### config.mk
export PLATFORM = sky130hd
export DESIGN_NAME = infix_to_postfix_converter_flat
export DESIGN_NICKNAME = d
export VERILOG_FILES = /design/src/rtl/i2p_pkg.sv /design/src/rtl/i2p_in_if.sv /design/src/rtl/i2p_out_if.sv /design/src/rtl/infix_to_postfix_converter.sv /design/src/rtl/i2p_cell.sv /design/src/rtl/i2p_stack.sv /design/src/flat_wrapper.sv
export SDC_FILE = /design/constraint.sdc
export NUM_CORES = 1
export LEC_CHECK = 0
export ABC_AREA = 1
export BUFFER_PORTS_ARGS = -buffer_cell sky130_fd_sc_hd__buf_2
export CAP_MARGIN = 20
export CORE_AREA = 8 8 175 127
export CTS_BUF_LIST = sky130_fd_sc_hd__clkbuf_8
export DETAILED_ROUTE_END_ITERATION = 6
export DIE_AREA = 0 0 183 135
export PLACE_DENSITY = 0.81
export SLEW_MARGIN = 15
export SYNTH_ARGS = -nofsm -noshare
export SYNTH_HDL_FRONTEND = slang
export SYNTH_SLANG_ARGS = --single-unit
### constraint.sdc
create_clock -name clk -period 9.65 [get_ports clk]
set_clock_uncertainty 0.1 [all_clocks]
set_input_delay 1.4475 -clock clk [delete_from_list [all_inputs] [get_ports clk]]
set_output_delay 1.4475 -clock clk [all_outputs]
set_load 0.1 [all_outputs]
### src/rtl/i2p_pkg.sv
package i2p_pkg;

  localparam int STACK_DEPTH = 32;
  localparam int COUNT_W     = $clog2(STACK_DEPTH + 1);

  // token kinds on the request side
  typedef enum logic [2:0] {
    CMD_OPERAND = 3'd0,
    CMD_FUNC    = 3'd1,
    CMD_COMMA   = 3'd2,
    CMD_OPER    = 3'd3,
    CMD_LPAREN  = 3'd4,
    CMD_RPAREN  = 3'd5,
    CMD_END     = 3'd6
  } cmd_t;

  // operator codes
  localparam logic [2:0] OP_PLUS  = 3'd0;
  localparam logic [2:0] OP_MINUS = 3'd1;
  localparam logic [2:0] OP_TIMES = 3'd2;
  localparam logic [2:0] OP_MOD   = 3'd4;
  localparam logic [2:0] OP_POW   = 3'd5;

  // result kinds
  localparam logic [1:0] RK_OPERAND = 2'd0;
  localparam logic [1:0] RK_OPER    = 2'd1;
  localparam logic [1:0] RK_FUNC    = 2'd2;
  localparam logic [1:0] RK_STATUS  = 2'd3;

  // status codes
  localparam logic [2:0] ST_OK       = 3'd0;
  localparam logic [2:0] ST_COMMA    = 3'd1;
  localparam logic [2:0] ST_RPAREN   = 3'd2;
  localparam logic [2:0] ST_LPAREN   = 3'd3;
  localparam logic [2:0] ST_OVERFLOW = 3'd4;

  // stack entry kinds
  typedef enum logic [1:0] {
    EK_LPAREN = 2'd0,
    EK_FUNC   = 2'd1,
    EK_OPER   = 2'd2
  } entry_kind_t;

  typedef struct packed {
    entry_kind_t kind;
    logic [4:0]  code;
  } entry_t;

  typedef enum logic [1:0] {
    SOP_HOLD,
    SOP_PUSH,
    SOP_POP
  } stack_op_t;

  typedef struct packed {
    stack_op_t op;
    entry_t    data;
  } stack_ctl_t;

  typedef enum logic [1:0] {
    S_IDLE,
    S_RUN,
    S_RPFN,
    S_STATUS
  } state_t;

  function automatic logic [2:0] prec(input logic [2:0] code);
    if (code <= OP_MINUS) begin
      return 3'd2;
    end else if (code <= OP_MOD) begin
      return 3'd3;
    end else if (code == OP_POW) begin
      return 3'd4;
    end else begin
      return 3'd0;
    end
  endfunction

endpackage

### src/rtl/i2p_in_if.sv
interface i2p_in_if;
  logic        valid;
  logic        ready;
  logic [2:0]  cmd;
  logic [11:0] operand_ref;
  logic [2:0]  op_code;
  logic [4:0]  func_id;

  modport source (output valid, output cmd, output operand_ref, output op_code,
                  output func_id, input ready);
  modport sink   (input valid, input cmd, input operand_ref, input op_code,
                  input func_id, output ready);
endinterface

### src/rtl/i2p_out_if.sv
interface i2p_out_if;
  logic        valid;
  logic        ready;
  logic [1:0]  out_kind;
  logic [11:0] out_code;
  logic [2:0]  status;
  logic        last;

  modport source (output valid, output out_kind, output out_code, output status,
                  output last, input ready);
  modport sink   (input valid, input out_kind, input out_code, input status,
                  input last, output ready);
endinterface

### src/rtl/infix_to_postfix_converter.sv
// Streaming shunting-yard converter: takes classified infix tokens on the
// token channel and returns postfix tokens on the result channel, every
// request closing with one status item marked last. The operator stack is a
// row of 32 shift cells with the top always in the first cell, so a push or
// pop shifts every cell of the row by one place together. Each token has a
// work step and a step for its closing status item, during which the next
// token may already be taken; each stack entry it pops and emits takes a
// step of its own, and a right parenthesis passes through a further state
// that checks for a function beneath the matching left parenthesis. The
// pop walk goes one entry per cycle through the cell row while the sink
// takes results; cycles in which the result register is held by the sink
// stall it. After an error only the status item is returned until the end
// token, which reports the error and returns the block to its reset state.
module infix_to_postfix_converter (
  input  logic      clk,
  input  logic      rst,
  i2p_in_if.sink    token,
  i2p_out_if.source result
);
  import i2p_pkg::*;

  state_t     state, state_next;

  // latched request
  logic [2:0]  tok_cmd;
  logic [11:0] tok_ref;
  logic [2:0]  tok_op;
  logic [4:0]  tok_fid;
  logic        load_tok;

  // converter state
  logic [COUNT_W-1:0] count, count_next;
  logic [2:0]         prev_kind, prev_kind_next;
  logic               at_start, at_start_next;
  logic [2:0]         err, err_next;

  // result register
  logic        out_valid;
  logic [1:0]  out_kind;
  logic [11:0] out_code;
  logic [2:0]  out_status;
  logic        out_last;

  logic        emit;
  logic [1:0]  emit_kind;
  logic [11:0] emit_code;
  logic [2:0]  emit_status;
  logic        emit_last;

  // stack control
  stack_ctl_t ctl;
  entry_t     top;
  logic       do_push;
  logic       do_pop;
  entry_t     push_data;

  logic can_emit;
  logic empty;
  logic full;
  logic unary;
  logic popit;
  logic in_ready;

  i2p_stack u_stack (
    .clk (clk),
    .ctl (ctl),
    .top (top)
  );

  assign can_emit = !out_valid || result.ready;
  assign empty    = (count == '0);
  assign full     = (count == COUNT_W'(STACK_DEPTH));
  // plus/minus in prefix position becomes uplus/uminus
  assign unary    = (tok_op == OP_PLUS || tok_op == OP_MINUS) &&
                    (at_start || prev_kind == CMD_FUNC || prev_kind == CMD_COMMA ||
                     prev_kind == CMD_OPER || prev_kind == CMD_LPAREN);
  // power is right-associative, everything else left
  assign popit    = (tok_op == OP_POW) ? (prec(tok_op) <  prec(top.code[2:0]))
                                       : (prec(tok_op) <= prec(top.code[2:0]));

  always_ff @(posedge clk) begin
    if (rst) begin
      state <= S_IDLE;
    end else begin
      state <= state_next;
    end
  end

  always_comb begin
    state_next     = state;
    count_next     = count;
    prev_kind_next = prev_kind;
    at_start_next  = at_start;
    err_next       = err;
    in_ready       = 1'b0;
    load_tok       = 1'b0;
    emit           = 1'b0;
    emit_kind      = RK_STATUS;
    emit_code      = '0;
    emit_status    = ST_OK;
    emit_last      = 1'b0;
    do_push        = 1'b0;
    do_pop         = 1'b0;
    push_data      = '{kind: EK_LPAREN, code: '0};

    unique case (state)
      S_IDLE: begin
        in_ready = 1'b1;
        if (token.valid) begin
          load_tok   = 1'b1;
          state_next = S_RUN;
        end
      end

      S_RUN: begin
        if (can_emit) begin
          if (tok_cmd == CMD_END) begin
            // drain top-down; a left paren left over is an error
            if (err == ST_OK && !empty) begin
              if (top.kind == EK_LPAREN) begin
                err_next   = ST_LPAREN;
                state_next = S_STATUS;
              end else begin
                emit   = 1'b1;
                do_pop = 1'b1;
              end
            end else begin
              state_next = S_STATUS;
            end
          end else if (err != ST_OK) begin
            state_next = S_STATUS;
          end else begin
            case (tok_cmd)
              CMD_OPERAND: begin
                emit       = 1'b1;
                emit_kind  = RK_OPERAND;
                emit_code  = tok_ref;
                state_next = S_STATUS;
              end
              CMD_FUNC: begin
                do_push    = 1'b1;
                push_data  = '{kind: EK_FUNC, code: tok_fid};
                state_next = S_STATUS;
              end
              CMD_COMMA: begin
                if (empty) begin
                  err_next   = ST_COMMA;
                  state_next = S_STATUS;
                end else if (top.kind != EK_LPAREN) begin
                  emit   = 1'b1;
                  do_pop = 1'b1;
                end else begin
                  state_next = S_STATUS;
                end
              end
              CMD_OPER: begin
                if (unary) begin
                  do_push    = 1'b1;
                  push_data  = '{kind: EK_FUNC, code: {2'b00, tok_op}};
                  state_next = S_STATUS;
                end else if (!empty && (top.kind == EK_FUNC ||
                                        (top.kind == EK_OPER && popit))) begin
                  emit   = 1'b1;
                  do_pop = 1'b1;
                end else begin
                  do_push    = 1'b1;
                  push_data  = '{kind: EK_OPER, code: {2'b00, tok_op}};
                  state_next = S_STATUS;
                end
              end
              CMD_LPAREN: begin
                do_push    = 1'b1;
                push_data  = '{kind: EK_LPAREN, code: '0};
                state_next = S_STATUS;
              end
              CMD_RPAREN: begin
                if (empty) begin
                  err_next   = ST_RPAREN;
                  state_next = S_STATUS;
                end else if (top.kind == EK_LPAREN) begin
                  do_pop     = 1'b1;
                  state_next = S_RPFN;
                end else begin
                  emit   = 1'b1;
                  do_pop = 1'b1;
                end
              end
              default: begin
                state_next = S_STATUS;
              end
            endcase
          end
        end
      end

      S_RPFN: begin
        // a function name directly before the paren group
        if (can_emit) begin
          if (!empty && top.kind == EK_FUNC) begin
            emit   = 1'b1;
            do_pop = 1'b1;
          end
          state_next = S_STATUS;
        end
      end

      S_STATUS: begin
        if (can_emit) begin
          emit        = 1'b1;
          emit_kind   = RK_STATUS;
          emit_status = err;
          emit_last   = 1'b1;
          if (tok_cmd == CMD_END) begin
            count_next     = '0;
            prev_kind_next = CMD_OPERAND;
            at_start_next  = 1'b1;
            err_next       = ST_OK;
          end else if (tok_cmd <= CMD_RPAREN) begin
            prev_kind_next = tok_cmd;
            at_start_next  = 1'b0;
          end
          in_ready = 1'b1;
          if (token.valid) begin
            load_tok   = 1'b1;
            state_next = S_RUN;
          end else begin
            state_next = S_IDLE;
          end
        end
      end

      default: begin
        state_next = S_IDLE;
      end
    endcase

    // popped entries go out as operator or function tokens
    if (do_pop) begin
      emit_kind  = (top.kind == EK_OPER) ? RK_OPER : RK_FUNC;
      emit_code  = {7'd0, top.code};
      count_next = count - COUNT_W'(1);
    end

    ctl = '{op: SOP_HOLD, data: push_data};
    if (do_pop) begin
      ctl.op = SOP_POP;
    end else if (do_push) begin
      if (full) begin
        err_next = ST_OVERFLOW;
      end else begin
        ctl.op     = SOP_PUSH;
        count_next = count + COUNT_W'(1);
      end
    end
  end

  always_ff @(posedge clk) begin
    if (rst) begin
      count     <= '0;
      prev_kind <= CMD_OPERAND;
      at_start  <= 1'b1;
      err       <= ST_OK;
    end else begin
      count     <= count_next;
      prev_kind <= prev_kind_next;
      at_start  <= at_start_next;
      err       <= err_next;
    end
  end

  always_ff @(posedge clk) begin
    if (load_tok) begin
      tok_cmd <= token.cmd;
      tok_ref <= token.operand_ref;
      tok_op  <= token.op_code;
      tok_fid <= token.func_id;
    end
  end

  always_ff @(posedge clk) begin
    if (rst) begin
      out_valid <= 1'b0;
    end else if (emit) begin
      out_valid <= 1'b1;
    end else if (result.ready) begin
      out_valid <= 1'b0;
    end
  end

  always_ff @(posedge clk) begin
    if (emit) begin
      out_kind   <= emit_kind;
      out_code   <= emit_code;
      out_status <= emit_status;
      out_last   <= emit_last;
    end
  end

  assign token.ready     = in_ready;
  assign result.valid    = out_valid;
  assign result.out_kind = out_kind;
  assign result.out_code = out_code;
  assign result.status   = out_status;
  assign result.last     = out_last;

endmodule

### src/rtl/i2p_cell.sv
module i2p_cell (
  input  logic               clk,
  input  i2p_pkg::stack_op_t op,
  input  i2p_pkg::entry_t    above,
  input  i2p_pkg::entry_t    below,
  output i2p_pkg::entry_t    q
);
  import i2p_pkg::*;

  // push shifts down the row, pop shifts up
  always_ff @(posedge clk) begin
    case (op)
      SOP_PUSH: q <= above;
      SOP_POP:  q <= below;
      default:  q <= q;
    endcase
  end

endmodule

### src/rtl/i2p_stack.sv
module i2p_stack (
  input  logic                clk,
  input  i2p_pkg::stack_ctl_t ctl,
  output i2p_pkg::entry_t     top
);
  import i2p_pkg::*;

  entry_t ent [STACK_DEPTH];

  for (genvar i = 0; i < STACK_DEPTH; i++) begin : g_cell
    entry_t above;
    entry_t below;

    if (i == 0) begin : g_first
      assign above = ctl.data;
    end else begin : g_mid
      assign above = ent[i-1];
    end

    if (i == STACK_DEPTH - 1) begin : g_last
      assign below = ent[i];
    end else begin : g_notlast
      assign below = ent[i+1];
    end

    i2p_cell u_cell (
      .clk   (clk),
      .op    (ctl.op),
      .above (above),
      .below (below),
      .q     (ent[i])
    );
  end

  assign top = ent[0];

endmodule

### src/flat_wrapper.sv
// flat-port wrapper written by rule: the top's interface ports become plain ports
module infix_to_postfix_converter_flat import i2p_pkg::*;
  (clk, rst, token_valid, token_cmd, token_operand_ref, token_op_code, token_func_id, token_ready, result_valid, result_out_kind, result_out_code, result_status, result_last, result_ready);
  i2p_in_if token_i ();
  i2p_out_if result_i ();
  input  logic clk;
  input  logic rst;
  input wire logic [$bits(token_i.valid)-1:0] token_valid;
  input wire logic [$bits(token_i.cmd)-1:0] token_cmd;
  input wire logic [$bits(token_i.operand_ref)-1:0] token_operand_ref;
  input wire logic [$bits(token_i.op_code)-1:0] token_op_code;
  input wire logic [$bits(token_i.func_id)-1:0] token_func_id;
  output wire logic [$bits(token_i.ready)-1:0] token_ready;
  output wire logic [$bits(result_i.valid)-1:0] result_valid;
  output wire logic [$bits(result_i.out_kind)-1:0] result_out_kind;
  output wire logic [$bits(result_i.out_code)-1:0] result_out_code;
  output wire logic [$bits(result_i.status)-1:0] result_status;
  output wire logic [$bits(result_i.last)-1:0] result_last;
  input wire logic [$bits(result_i.ready)-1:0] result_ready;
  assign token_i.valid = token_valid;
  assign token_i.cmd = token_cmd;
  assign token_i.operand_ref = token_operand_ref;
  assign token_i.op_code = token_op_code;
  assign token_i.func_id = token_func_id;
  assign token_ready = token_i.ready;
  assign result_valid = result_i.valid;
  assign result_out_kind = result_i.out_kind;
  assign result_out_code = result_i.out_code;
  assign result_status = result_i.status;
  assign result_last = result_i.last;
  assign result_i.ready = result_ready;
  infix_to_postfix_converter u_core (.clk(clk), .rst(rst), .token(token_i), .result(result_i));
endmodule
[Word level (Yosys, flattened, before mapping)]
Index checks and enable logic that the tools add are counted.
Word-level totals
  bits in registers: 281
  bits in latches: 0
  bits in writable memories: 0
  memory bits (read-only): 0
  bits of input ports: 27
  word-level logic and storage cells: 287
  memories: 0
Cells by class
  add/subtract/negate cells: 2
  multiply operators: 0
  div/mod/pow operators: 0
  magnitude comparators: 7
  equal/unequal tests: 29
  shifts and indexed selects: 0
  muxes and demuxes: 137
  bitwise gates (word level): 3
  reduce and logical (&&, ||, !) cells: 30
Operators by type and width (count)
  7-bit one-hot mux with 2 select lines: 32
  3-bit 2-to-1 mux: 20
  2-bit 2-to-1 mux: 23
  6-bit 2-to-1 mux: 7
  7-bit 2-to-1 mux: 6
  1-bit 2-to-1 mux: 32
  5-bit 2-to-1 mux: 6
  3-bit equality test, second input constant: 6
  3-bit by 2-bit equality test with 1-bit output, second input constant: 4
  6-bit by 4-bit inequality test with 1-bit output, second input constant: 2
  3-bit one-hot mux with 2 select lines: 2
  3-bit by 1-bit equality test with 1-bit output, second input constant: 3
  3-bit <= comparator, second input constant: 3
  3-bit logical NOT: 3
  2-bit equality test, second input constant: 4
  1-bit one-hot mux with 2 select lines: 4
  2-bit one-hot mux with 4 select lines: 1
  8-bit AND reduction: 1
  2-bit nonzero test: 4
  1-bit logical OR: 7
  6-bit by 1-bit adder with 6-bit output, second input constant: 1
  2-bit by 1-bit equality test with 1-bit output, second input constant: 3
  6-bit equality test, second input constant: 1
  3-bit by 1-bit <= comparator with 1-bit output, second input constant: 2
  20 further kinds: 31

[Depth between registers and ports, before layout]
Gate-level depths: netlist of the first run.
  depth in word-level cells: 20
  depth in mapped cells: 23
  mapped depth without buffers: 21

[Cells and area by module]
Synthesis of the first run repeated with hierarchy kept, for this count alone.
Second synthesis, totals
  cell total of the unflattened synthesis: 1392
  area, all modules: 13384.1 um^2
Modules (own cells, without submodules)
  i2p_cell: instances 32, cells an instance 33, area each 324.1 um^2, sequential area each 210.2 um^2
  infix_to_postfix_converter: instances 1, cells an instance 336, area each 3014.1 um^2, sequential area each 1551.5 um^2

[Least setup slack after synthesis of the first run]
No wires, ideal clock.
  kind: input port to flip-flop
  start point: in result_ready
  end point: reg u_core.u_stack.g_cell[0].u_cell.q[0] in the netlist's numbering (enable)
  data arrival time: 7125 ps
  required time: 8961 ps
  slack: 1835 ps
  stages on the path: 10
  path buffers: 2
  cell sequence: nor2_1 > nor2_1 > inv_1 > a21oi_1 > nand2_2 > nand2_4 > nand2_4 > buf_6 > buf_8 > nand2_1
On the way
  word-level cells in the longest chain between the ends: 7
  elaborated cells between the ends (all ways): 11
  those cells by class: eq/ne (2); mux (7); reduce/logical (2)
RTL lines
  start: declaration: line flat_wrapper.sv:19  | input wire logic [$bits(result_i.ready)-1:0] result_ready;
  1-bit logical OR (*): line infix_to_postfix_converter.sv:70  | assign can_emit = !out_valid || result.ready;
  1-bit 2-to-1 mux: line infix_to_postfix_converter.sv:116  | if (can_emit) begin
  1-bit 2-to-1 mux: line infix_to_postfix_converter.sv:106  | unique case (state)
  2-bit 2-to-1 mux: line infix_to_postfix_converter.sv:247  | end else if (do_push) begin
  2-bit 2-to-1 mux (*): line infix_to_postfix_converter.sv:245  | if (do_pop) begin
  2-bit by 1-bit equality test with 1-bit output / 2-bit equality test (equally long branches)
  2-bit nonzero test (no line) (*)
  end signal: assignment: line i2p_cell.sv:13  | SOP_PUSH: q <= above;
  end signal: assignment: line i2p_cell.sv:14  | SOP_POP: q <= below;
  end signal: assignment: line i2p_cell.sv:15  | default: q <= q;
  end: declaration: line i2p_cell.sv:6  | output i2p_pkg::entry_t q
Mark *: on every way between the ends. The rest lies on a longest branch, timed or not.
A chain may end at the register's enable or synchronous reset.

[Final worst setup path of the first run]
  start point: reg u_core.tok_op[1]
  end point: reg u_core.count[1]
On the way
  word-level cells in the longest chain between the ends: 20
  elaborated cells between the ends (all ways): 34
  those cells by class: order compare (4); eq/ne (2); mux (22); reduce/logical (6)
RTL lines
  start: declaration: line infix_to_postfix_converter.sv:27  | logic [2:0] tok_op;
  start signal: assignment: line infix_to_postfix_converter.sv:275  | tok_op <= token.op_code;
  branches (longest 19 deep; another with 3-bit <= comparator)
  6-bit 2-to-1 mux (*): line infix_to_postfix_converter.sv:245
  end signal: assignment: line infix_to_postfix_converter.sv:264  | count <= count_next;
  end: declaration: line infix_to_postfix_converter.sv:32  | logic [COUNT_W-1:0] count, count_next;
Mark *: on every way between the ends.

==> Flow_metrics.wiki, run 1 <==
{| class="wikitable"
! Metric !! Value
|-
| Share of async-settable or async-resettable flops after synthesis || 0%
|-
| Post-route cell area || 13300 um^2
|-
| Type of destination of the critical path || flip-flop
|-
| Kind of path behind the tightest hold check || reg -> reg
|-
| Overall power of the completed layout || 3.69 mW
|-
| Remaining routing DRC violations || 0
|-
| Largest net degree at the start of global routing || 156
|-
| Highest Clock Rate || 200 MHz
|-
| Number of instances in the synthesized netlist || approximately 1100
|-
| Slew headroom || 30.7%
|-
| Biggest area consumer among synthesized cells || sky130_fd_sc_hd__edfxtp_1
|-
| Synthesized area divided by synthesized cell count || 10.7 um^2
|-
| Most common cell after layout, fill and taps aside || sky130_fd_sc_hd__nand2_1
|-
| Register area share after synthesis || between 60% and 70%
|-
| Count of placed standard cells in the final layout, fillers left out || 1486
|-
| Synthesis-stage register bit count || 281
|-
| Worst voltage drop across the vdd grid || 0.180 mV
|-
| Root Buffer || sky130_fd_sc_hd__clkbuf_8
|-
| Hold Violations, Final || 0
|-
| Initial cell density of the core || 63.0%
|-
| Overall routing resource usage || between 10% and 20%
|-
| Number of levels the H-tree was split into || 2
|-
| Fin Setup TNS || 0 ps
|-
| Proportion of power drawn by combinational gates || 24.3%
|-
| DP Area || 12600 um^2
|-
| Final worst setup slack || about 4700 ps
|-
| First-pass iteration count of the detailed router || 6
|-
| Deepest clock path buffer count || 3
|-
| Final Util || 68.5%
|-
| Number of global-route vias before repair || 7550
|-
| Half-perimeter wire length of the detailed placement result || 13200 um
|-
| Fraction of layout cells with a size suffix above 1 || 11.0%
|-
| Ant. Diodes || 0
|-
| Number of library cell types mapped by synthesis || 38
|-
| Number of sinks on the clock net || 281
|-
| Unrepaired setup endpoints after global routing || false
|-
| # hold bufs at CTS || 0
|-
| Transition at the pin with the smallest max-transition slack || 1040 ps
|-
| Area of the die || 24700 um^2
|-
| Count of placed standard cells including taps || between 1000 and 1500
|-
| Routed len/inst || 14.6 um
|-
| Crit path time final || between 4000 and 5000 ps
|-
| Power density over cell area || roughly 280 nW/um^2
|-
| Vertical die dimension || between 100 and 150 um
|-
| Proportion of power drawn by flip-flops and latches || 51.5%
|-
| EDFF count, synth || 265
|-
| Minimum hold slack || 348 ps
|-
| Top post-synthesis cells by area || sky130_fd_sc_hd__edfxtp_1 (65%), sky130_fd_sc_hd__nand2_1 (9.3%), sky130_fd_sc_hd__o21ai_0 (4.7%), sky130_fd_sc_hd__inv_1 (4.3%), sky130_fd_sc_hd__o21ai_1 (3.6%)
|-
| Remaining global-route overflow || 0
|-
| Internal power || between 2 and 2.5 mW
|-
| Critical path fanouts, max || between 100 and 150
|-
| Iter 0 DRT Violations || 798
|-
| Number of antenna violations at the first check in global routing || 0
|-
| Worst-Skew Late Latency || roughly 550 ps
|-
| Proportion of total power due to net switching || 33.8%
|-
| Aggregate routed wire length || 21700 um
|-
| CTS tree || built
|-
| DRT antenna net count || 0
|-
| CTS resizes || 0
|-
| Chip Width || approximately 180 um
|-
| Number of max-cap violations || 0
|-
| Number of warnings printed during yosys synthesis || 0
|-
| Static Leakage || 5.29 nW
|-
| Global-route wire length before repair || between 30000 and 40000 um
|-
| Std cell rows || 43
|-
| Count of endpoints failing setup in the final report || 0
|-
| Setup CP Type || reg -> reg
|-
| Port-buffer cells || 46
|-
| Clock group share of total power || 24.2%
|-
| Total CTS buffers || 42
|-
| Area of the mapped netlist || 12300 um^2
|-
| Most common flop cell mapped by yosys || sky130_fd_sc_hd__edfxtp_1
|-
| Number of nets in the final layout || 1222
|-
| Fillers || 1410
|-
| Syn-to-layout area delta || 8.82%
|-
| Critical Path Source Type || flip-flop
|-
| Critical path data required time || 9970 ps
|-
| Std-Cell Core Area || 19500 um^2
|-
| Arrival time at the worst endpoint || between 5000 and 6000 ps
|-
| Result of the run || completed
|-
| Syn_nets || 1181
|-
| I/O pin count || 47
|-
| Clock transition at the registers of the reported paths || 60 ps
|-
| Synth top area share || 64.9%
|-
| Setup Slack @ Placement || 4350 ps
|-
| Final number of max-transition violations || 0
|-
| Period utilisation layout || between 50% and 60%
|-
| Number of buffers inserted to repair setup after CTS || 0
|-
| Number of vias per cell after detailed routing || 5.32
|-
| Sw power || 1.25 mW
|-
| Weighted congestion at the end of routability-driven global placement || 0.928
|-
| Top library cells by usage in the layout, fill and taps aside || sky130_fd_sc_hd__nand2_1 (302), sky130_fd_sc_hd__edfxtp_1 (265), sky130_fd_sc_hd__inv_1 (154)
|-
| DR vias || between 7000 and 8000
|}
worst paths after layout:
| check | to | from | slack [ps] | depth (start not counted) |
|---|---|---|---|---|
| worst max-delay path | u_core.count[1] | u_core.tok_op[1] | 4660 | 21 |
| worst min-delay path | u_core.u_stack.g_cell[31].u_cell.q[6] | u_core.u_stack.g_cell[30].u_cell.q[6] | 350 | 0 |
| worst max register to register | u_core.count[1] | u_core.tok_op[1] | 4660 | 21 |
| worst min register to register | u_core.u_stack.g_cell[31].u_cell.q[6] | u_core.u_stack.g_cell[30].u_cell.q[6] | 350 | 0 |
power by group through the flow:
| stage | clock [mW] | sequential [mW] | combinational (mW) |
|---|---|---|---|
| after floorplan | 0 | 2.05 | 0.617 |
| after CTS | 0.912 | 1.90 | 0.902 |
| after detailed placement | 0 | 1.92 | 0.899 |
| after global placement | 0 | 1.91 | 0.865 |
| final | 0.893 | 1.90 | 0.895 |
| after global routing | 0.965 | 1.93 | 1.00 |
worst max-delay path, cell delays in order (launching register included):
cell	delay, ps
sky130_fd_sc_hd__edfxtp_1	450
sky130_fd_sc_hd__o21ai_0	270
sky130_fd_sc_hd__o21ai_0	140
sky130_fd_sc_hd__ha_1	290
sky130_fd_sc_hd__inv_1	40
sky130_fd_sc_hd__nor2_1	100
sky130_fd_sc_hd__nand2_1	70
sky130_fd_sc_hd__nand2_1	70
sky130_fd_sc_hd__nand2_1	90
sky130_fd_sc_hd__nand2_1	80
sky130_fd_sc_hd__nand3_1	80
sky130_fd_sc_hd__nand3_1	100
sky130_fd_sc_hd__nand2_1	60
sky130_fd_sc_hd__nand2_1	80
sky130_fd_sc_hd__nand2_2	60
sky130_fd_sc_hd__nand2_4	120
sky130_fd_sc_hd__nand2_8	420
sky130_fd_sc_hd__inv_6	830
sky130_fd_sc_hd__buf_4	870
sky130_fd_sc_hd__nor2_4	180
sky130_fd_sc_hd__a21oi_1	200
sky130_fd_sc_hd__nor2_1	50
per-layer routing:
layer / global-route usage [%] / wire length, um
met5: 0 / 0
met3: 3.89 / 1360
met1: 25.6 / 10500
met2: 26.1 / 9480
met4: 5.18 / 373
sequential cells by signal (all words and copies together), names as in the netlist, 5 cells and up:
signal and flops:
u_core.u_stack.g_cell.u_cell.q 224, u_core.count 6, u_core.result.out_code 12, u_core.tok_fid 5, u_core.tok_ref 12
cells in the mapped netlist (3+ instances only):
cell type,n
sky130_fd_sc_hd__nor2_1,35
sky130_fd_sc_hd__nand4_1,5
sky130_fd_sc_hd__clkbuf_1,9
sky130_fd_sc_hd__ha_1,11
sky130_fd_sc_hd__nand2_2,5
sky130_fd_sc_hd__buf_6,5
sky130_fd_sc_hd__a32o_1,3
sky130_fd_sc_hd__nand3_1,33
sky130_fd_sc_hd__nor3_1,5
sky130_fd_sc_hd__buf_4,4
sky130_fd_sc_hd__inv_2,11
sky130_fd_sc_hd__o21ai_0,114
sky130_fd_sc_hd__buf_2,33
sky130_fd_sc_hd__o21ai_1,89
sky130_fd_sc_hd__o22ai_2,3
sky130_fd_sc_hd__dfxtp_1,16
sky130_fd_sc_hd__a21oi_1,26
sky130_fd_sc_hd__nand2_1,303
sky130_fd_sc_hd__nor3_2,3
sky130_fd_sc_hd__inv_1,141
sky130_fd_sc_hd__xor2_1,4
sky130_fd_sc_hd__edfxtp_1,265
logic make-up (layout without fill, tap and decap cells):
kind of cell / Yosys count / in the layout / synth area share (%)
buffers and inverters: 204 / 277 / 7.10
xor gates and xnor gates: 4 / 4 / 0.286
adders and majority gates: 11 / 11 / 1.12
and+or+nand+nor: 400 / 400 / 13.6
AOI/OAI and AO/OA: 243 / 243 / 10.4
DFF: 281 / 281 / 67.5
cell type report:
cell class	instances	area, um^2	area share (%)
sequential	281	8280	62.0
multi-input combinational	658	3130	23.5
clock buffer	43	592	4.44
inverter	152	576	4.31
tap	270	338	2.53
timing repair buffer	49	265	1.99
clock inverter	33	165	1.24
Note: power is estimated with default switching activity, not from simulation.
==> inputs of run 2 (changes only) <==
--- a/config.mk
+++ b/config.mk
@@ -8,11 +8,11 @@
 export ABC_AREA = 1
 export BUFFER_PORTS_ARGS = -buffer_cell sky130_fd_sc_hd__buf_2
 export CAP_MARGIN = 20
-export CORE_AREA = 8 8 175 127
+export CORE_AREA = 8 8 183 133
 export CTS_BUF_LIST = sky130_fd_sc_hd__clkbuf_8
 export DETAILED_ROUTE_END_ITERATION = 6
-export DIE_AREA = 0 0 183 135
-export PLACE_DENSITY = 0.81
+export DIE_AREA = 0 0 191 141
+export PLACE_DENSITY = 0.78
 export SLEW_MARGIN = 15
 export SYNTH_ARGS = -nofsm -noshare
 export SYNTH_HDL_FRONTEND = slang
==> constraint.sdc (replaced) <==
create_clock -name clk -period 4.1 [get_ports clk]
set_clock_uncertainty 0.1 [all_clocks]
set_input_delay 0.615 -clock clk [delete_from_list [all_inputs] [get_ports clk]]
set_output_delay 0.615 -clock clk [all_outputs]
set_load 0.1 [all_outputs]
==> run 2 against run 1 <==
Largest power group unchanged. Critical path depth is 2 lower. First-iteration DRC count fell by 14%. Flip-flop and latch count stayed put. Worst hold slack worse by 200 ps. Non-clock buffer count rose by 15. Critical endpoint is now u_core.u_stack.g_cell[9].u_cell.q[2]. Critical path type unchanged. Utilization decreased by 5.2 points. Sequential power is 130% higher. Sequential share of layout area fell by 0.73 points. Register-to-register slack got worse by 4000 ps. Design area grew 1.2%.
==> Flow_metrics.wiki, run 2 (synthesis results as in run 1) <==
{| class="wikitable"
! Metric !! Value
|-
| Result of the run || completed
|-
| Slew headroom || 46.7% (+16 points)
|-
| Area of the die || 26900 um^2 (+9.0%)
|-
| Number of vias per cell after detailed routing || 5.31 (-0.34%)
|-
| Count of endpoints failing setup in the final report || 0 (unchanged)
|-
| Power density over cell area || 648 nW/um^2 (+130%)
|-
| Largest register FFs || 224 (unchanged)
|-
| Global-route wire length before repair || 37300 um (+3.8%)
|-
| Weighted congestion at the end of routability-driven global placement || 0.949 (+2.3%)
|-
| Worst-Skew Late Latency || 550 ps (about the same)
|-
| Std-Cell Core Area || 21300 um^2 (+9.6%)
|-
| Number of nets in the final layout || 1236 (+1.1%)
|-
| CTS resizes || 0 (unchanged)
|-
| Number of sinks on the clock net || 281 (unchanged)
|-
| # hold bufs at CTS || 0 (unchanged)
|-
| Critical path data required time || 4280 ps (-5690 ps)
|-
| Remaining global-route overflow || 0 (unchanged)
|-
| Transition at the pin with the smallest max-transition slack || 799 ps (-240 ps)
|-
| Arrival time at the worst endpoint || 3630 ps (-1680 ps)
|-
| Setup CP Type || reg -> reg
|-
| Fin Setup TNS || 0 ps (unchanged)
|-
| Critical path fanouts, max || 88 (-40%)
|-
| Iter 0 DRT Violations || 683 (-14%)
|-
| Initial cell density of the core || 57.5% (-5.5 points)
|-
| Cell breakdown of the critical path || o21ai_0, o21ai_0, ha_1, inv_1, nor2_1, nand2_1, nand2_1, nand2_1, nand2_1, nand3_1, nand3_1, nand2_1, nand2_1, nand2_2, nand2_4, nand2_8, inv_6, buf_4, o21ai_0
|-
| Number of global-route vias before repair || 7554 (+0.053%)
|-
| Peak per-stage delay on the critical path || 470 ps (-400 ps)
|-
| Critical Path Source Type || flip-flop
|-
| Syn-to-layout area delta || 10.1%
|-
| Half-perimeter wire length of the detailed placement result || 14000 um (+5.5%)
|-
| DRT antenna net count || 0 (unchanged)
|-
| I/O pin count || 47 (unchanged)
|-
| Crit-path slowest cell || sky130_fd_sc_hd__inv_6
|-
| Static Leakage || 5.40 nW (+2.1%)
|-
| Vertical die dimension || 141 um (+4.4%)
|-
| Fraction of layout cells with a size suffix above 1 || 11.9% (+0.86 points)
|-
| Number of levels the H-tree was split into || 2 (unchanged)
|-
| Clock transition at the registers of the reported paths || 60 ps (about the same)
|-
| R2r setup slk || 640 ps (-4010 ps)
|-
| Top library cells by usage in the layout, fill and taps aside || sky130_fd_sc_hd__nand2_1 (302), sky130_fd_sc_hd__edfxtp_1 (265), sky130_fd_sc_hd__inv_1 (162)
|-
| Fillers || 1608 (+14%)
|-
| Chip Width || 191 um (+4.4%)
|-
| Remaining routing DRC violations || 0 (unchanged)
|-
| Minimum hold slack || 144 ps (-204 ps)
|-
| Highest Clock Rate || 289 MHz (+44%)
|-
| Hold path startpoint || token_cmd[0]
|-
| Register containing the most flip-flops in the final layout || u_core.u_stack.g_cell.u_cell.q
|-
| Overall routing resource usage || 16.6% (-0.96 points)
|-
| Top flop regs || u_core.u_stack.g_cell.u_cell.q x224, u_core.result.out_code x12, u_core.tok_ref x12
|-
| Hold Violations, Final || 0 (unchanged)
|-
| Kind of path behind the tightest hold check || in -> reg
|-
| CTS tree || built
|-
| Period utilisation layout || 84.3% (+33 points)
|-
| Start of the worst register-to-register path || u_core.tok_op[1]
|-
| First-pass iteration count of the detailed router || 5 (-1)
|-
| Capturing point of the worst reg2reg path || u_core.u_stack.g_cell[9].u_cell.q[2]
|-
| Aggregate routed wire length || 22400 um (+3.0%)
|-
| Total CTS buffers || 41 (-2.4%)
|-
| Routed len/inst || 14.8 um (+1.3%)
|-
| Number of antenna violations at the first check in global routing || 0 (unchanged)
|-
| Final number of max-transition violations || 0 (unchanged)
|-
| Root Buffer || sky130_fd_sc_hd__clkbuf_8
|-
| Type of destination of the critical path || flip-flop
|-
| Final Util || 63.3% (-5.2 points)
|-
| Number of max-cap violations || 0 (unchanged)
|-
| Deepest clock path buffer count || 3 (unchanged)
|-
| R2R cell count || 19 (-9.5%)
|-
| Std cell rows || 45 (+4.7%)
|-
| Number of buffers inserted to repair setup after CTS || 0 (unchanged)
|-
| Ant. Diodes || 0 (unchanged)
|-
| Number of cells on the worst hold path || 1 (+1)
|-
| Unrepaired setup endpoints after global routing || false
|-
| Largest net degree at the start of global routing || 89 (-43%)
|-
| Worst voltage drop across the vdd grid || 0.502 mV (+180%)
|-
| Hold Path End || u_core.tok_cmd[0]
|-
| DR vias || 8016 (+1.3%)
|-
| Most common cell after layout, fill and taps aside || sky130_fd_sc_hd__nand2_1
|-
| Port-buffer cells || 46 (unchanged)
|-
| Crit path time final || 3460 ps (-1540 ps)
|-
| Most common cell type on the critical path || sky130_fd_sc_hd__nand2_1
|}
-- run 2: worst max-delay path by stage --
stage,endpoint,startpoint,cells after the start,slack (ps)
2_1_floorplan,u_core.u_stack.g_cell[0].u_cell.q[0],u_core.tok_op[1],19,20
3_3_place_gp,u_core.u_stack.g_cell[9].u_cell.q[2],u_core.tok_op[1],19,780
3_5_place_dp,u_core.u_stack.g_cell[9].u_cell.q[2],u_core.tok_op[1],19,710
4_1_cts,u_core.u_stack.g_cell[9].u_cell.q[2],u_core.tok_op[1],19,660
5_1_grt,u_core.u_stack.g_cell[10].u_cell.q[0],u_core.tok_op[1],19,260
6_report,u_core.u_stack.g_cell[9].u_cell.q[2],u_core.tok_op[1],19,640
-- run 2: area by class of cell --
cell class                 count  area, um^2  area share, %
timing repair buffer          64         415           3.08
clock inverter                32         164           1.21
inverter                     152         576           4.26
sequential                   281        8280           61.3
clock buffer                  42         578           4.28
tap                          282         353           2.61
multi-input combinational    658        3140           23.2
-- run 2: critical path, delay by kind of cell (launching register included) --
| kind | cells | cell delay [ps] |
|---|---|---|
| fa+ha+maj | 1 | 290 |
| flops | 1 | 440 |
| simple gates | 12 | 920 |
| compound gates | 3 | 510 |
| buf+inv | 3 | 880 |
-- run 2: report_power, final --
part           total (mW)  leakage [nW]  internal [mW]  switching (mW)
combinational        2.21          2.39          0.583            1.62
clock                2.09         0.455           1.02            1.07
sequential           4.46          2.55           4.18           0.282
total                8.75          5.40           5.78            2.97
-- run 2: stage by stage --
| step | worst slack [ps] | cells | power [mW] | instance area (um^2) |
|---|---|---|---|---|
| after global routing | 263 | 1511 | 9.25 | 13500 |
| final | 644 | 1511 | 8.75 | 13500 |
| after detailed placement | 712 | 1437 | 6.71 | 12800 |
| after floorplan | 22.6 | 1143 | 6.15 | 12300 |
| after CTS | 658 | 1511 | 8.81 | 13500 |
| after global placement | 776 | 1437 | 6.63 | 12800 |
-- run 2: layer usage --
metal | vias to the layer above | track usage, % | share of wire, %
li1 | 3980 | - | -
met3 | 32 | 3.67 | 7.4
met2 | 247 | 23.7 | 42
met1 | 3757 | 25.1 | 49
met4 | 0 | 4.36 | 1.4
met5 | - | 0 | 0
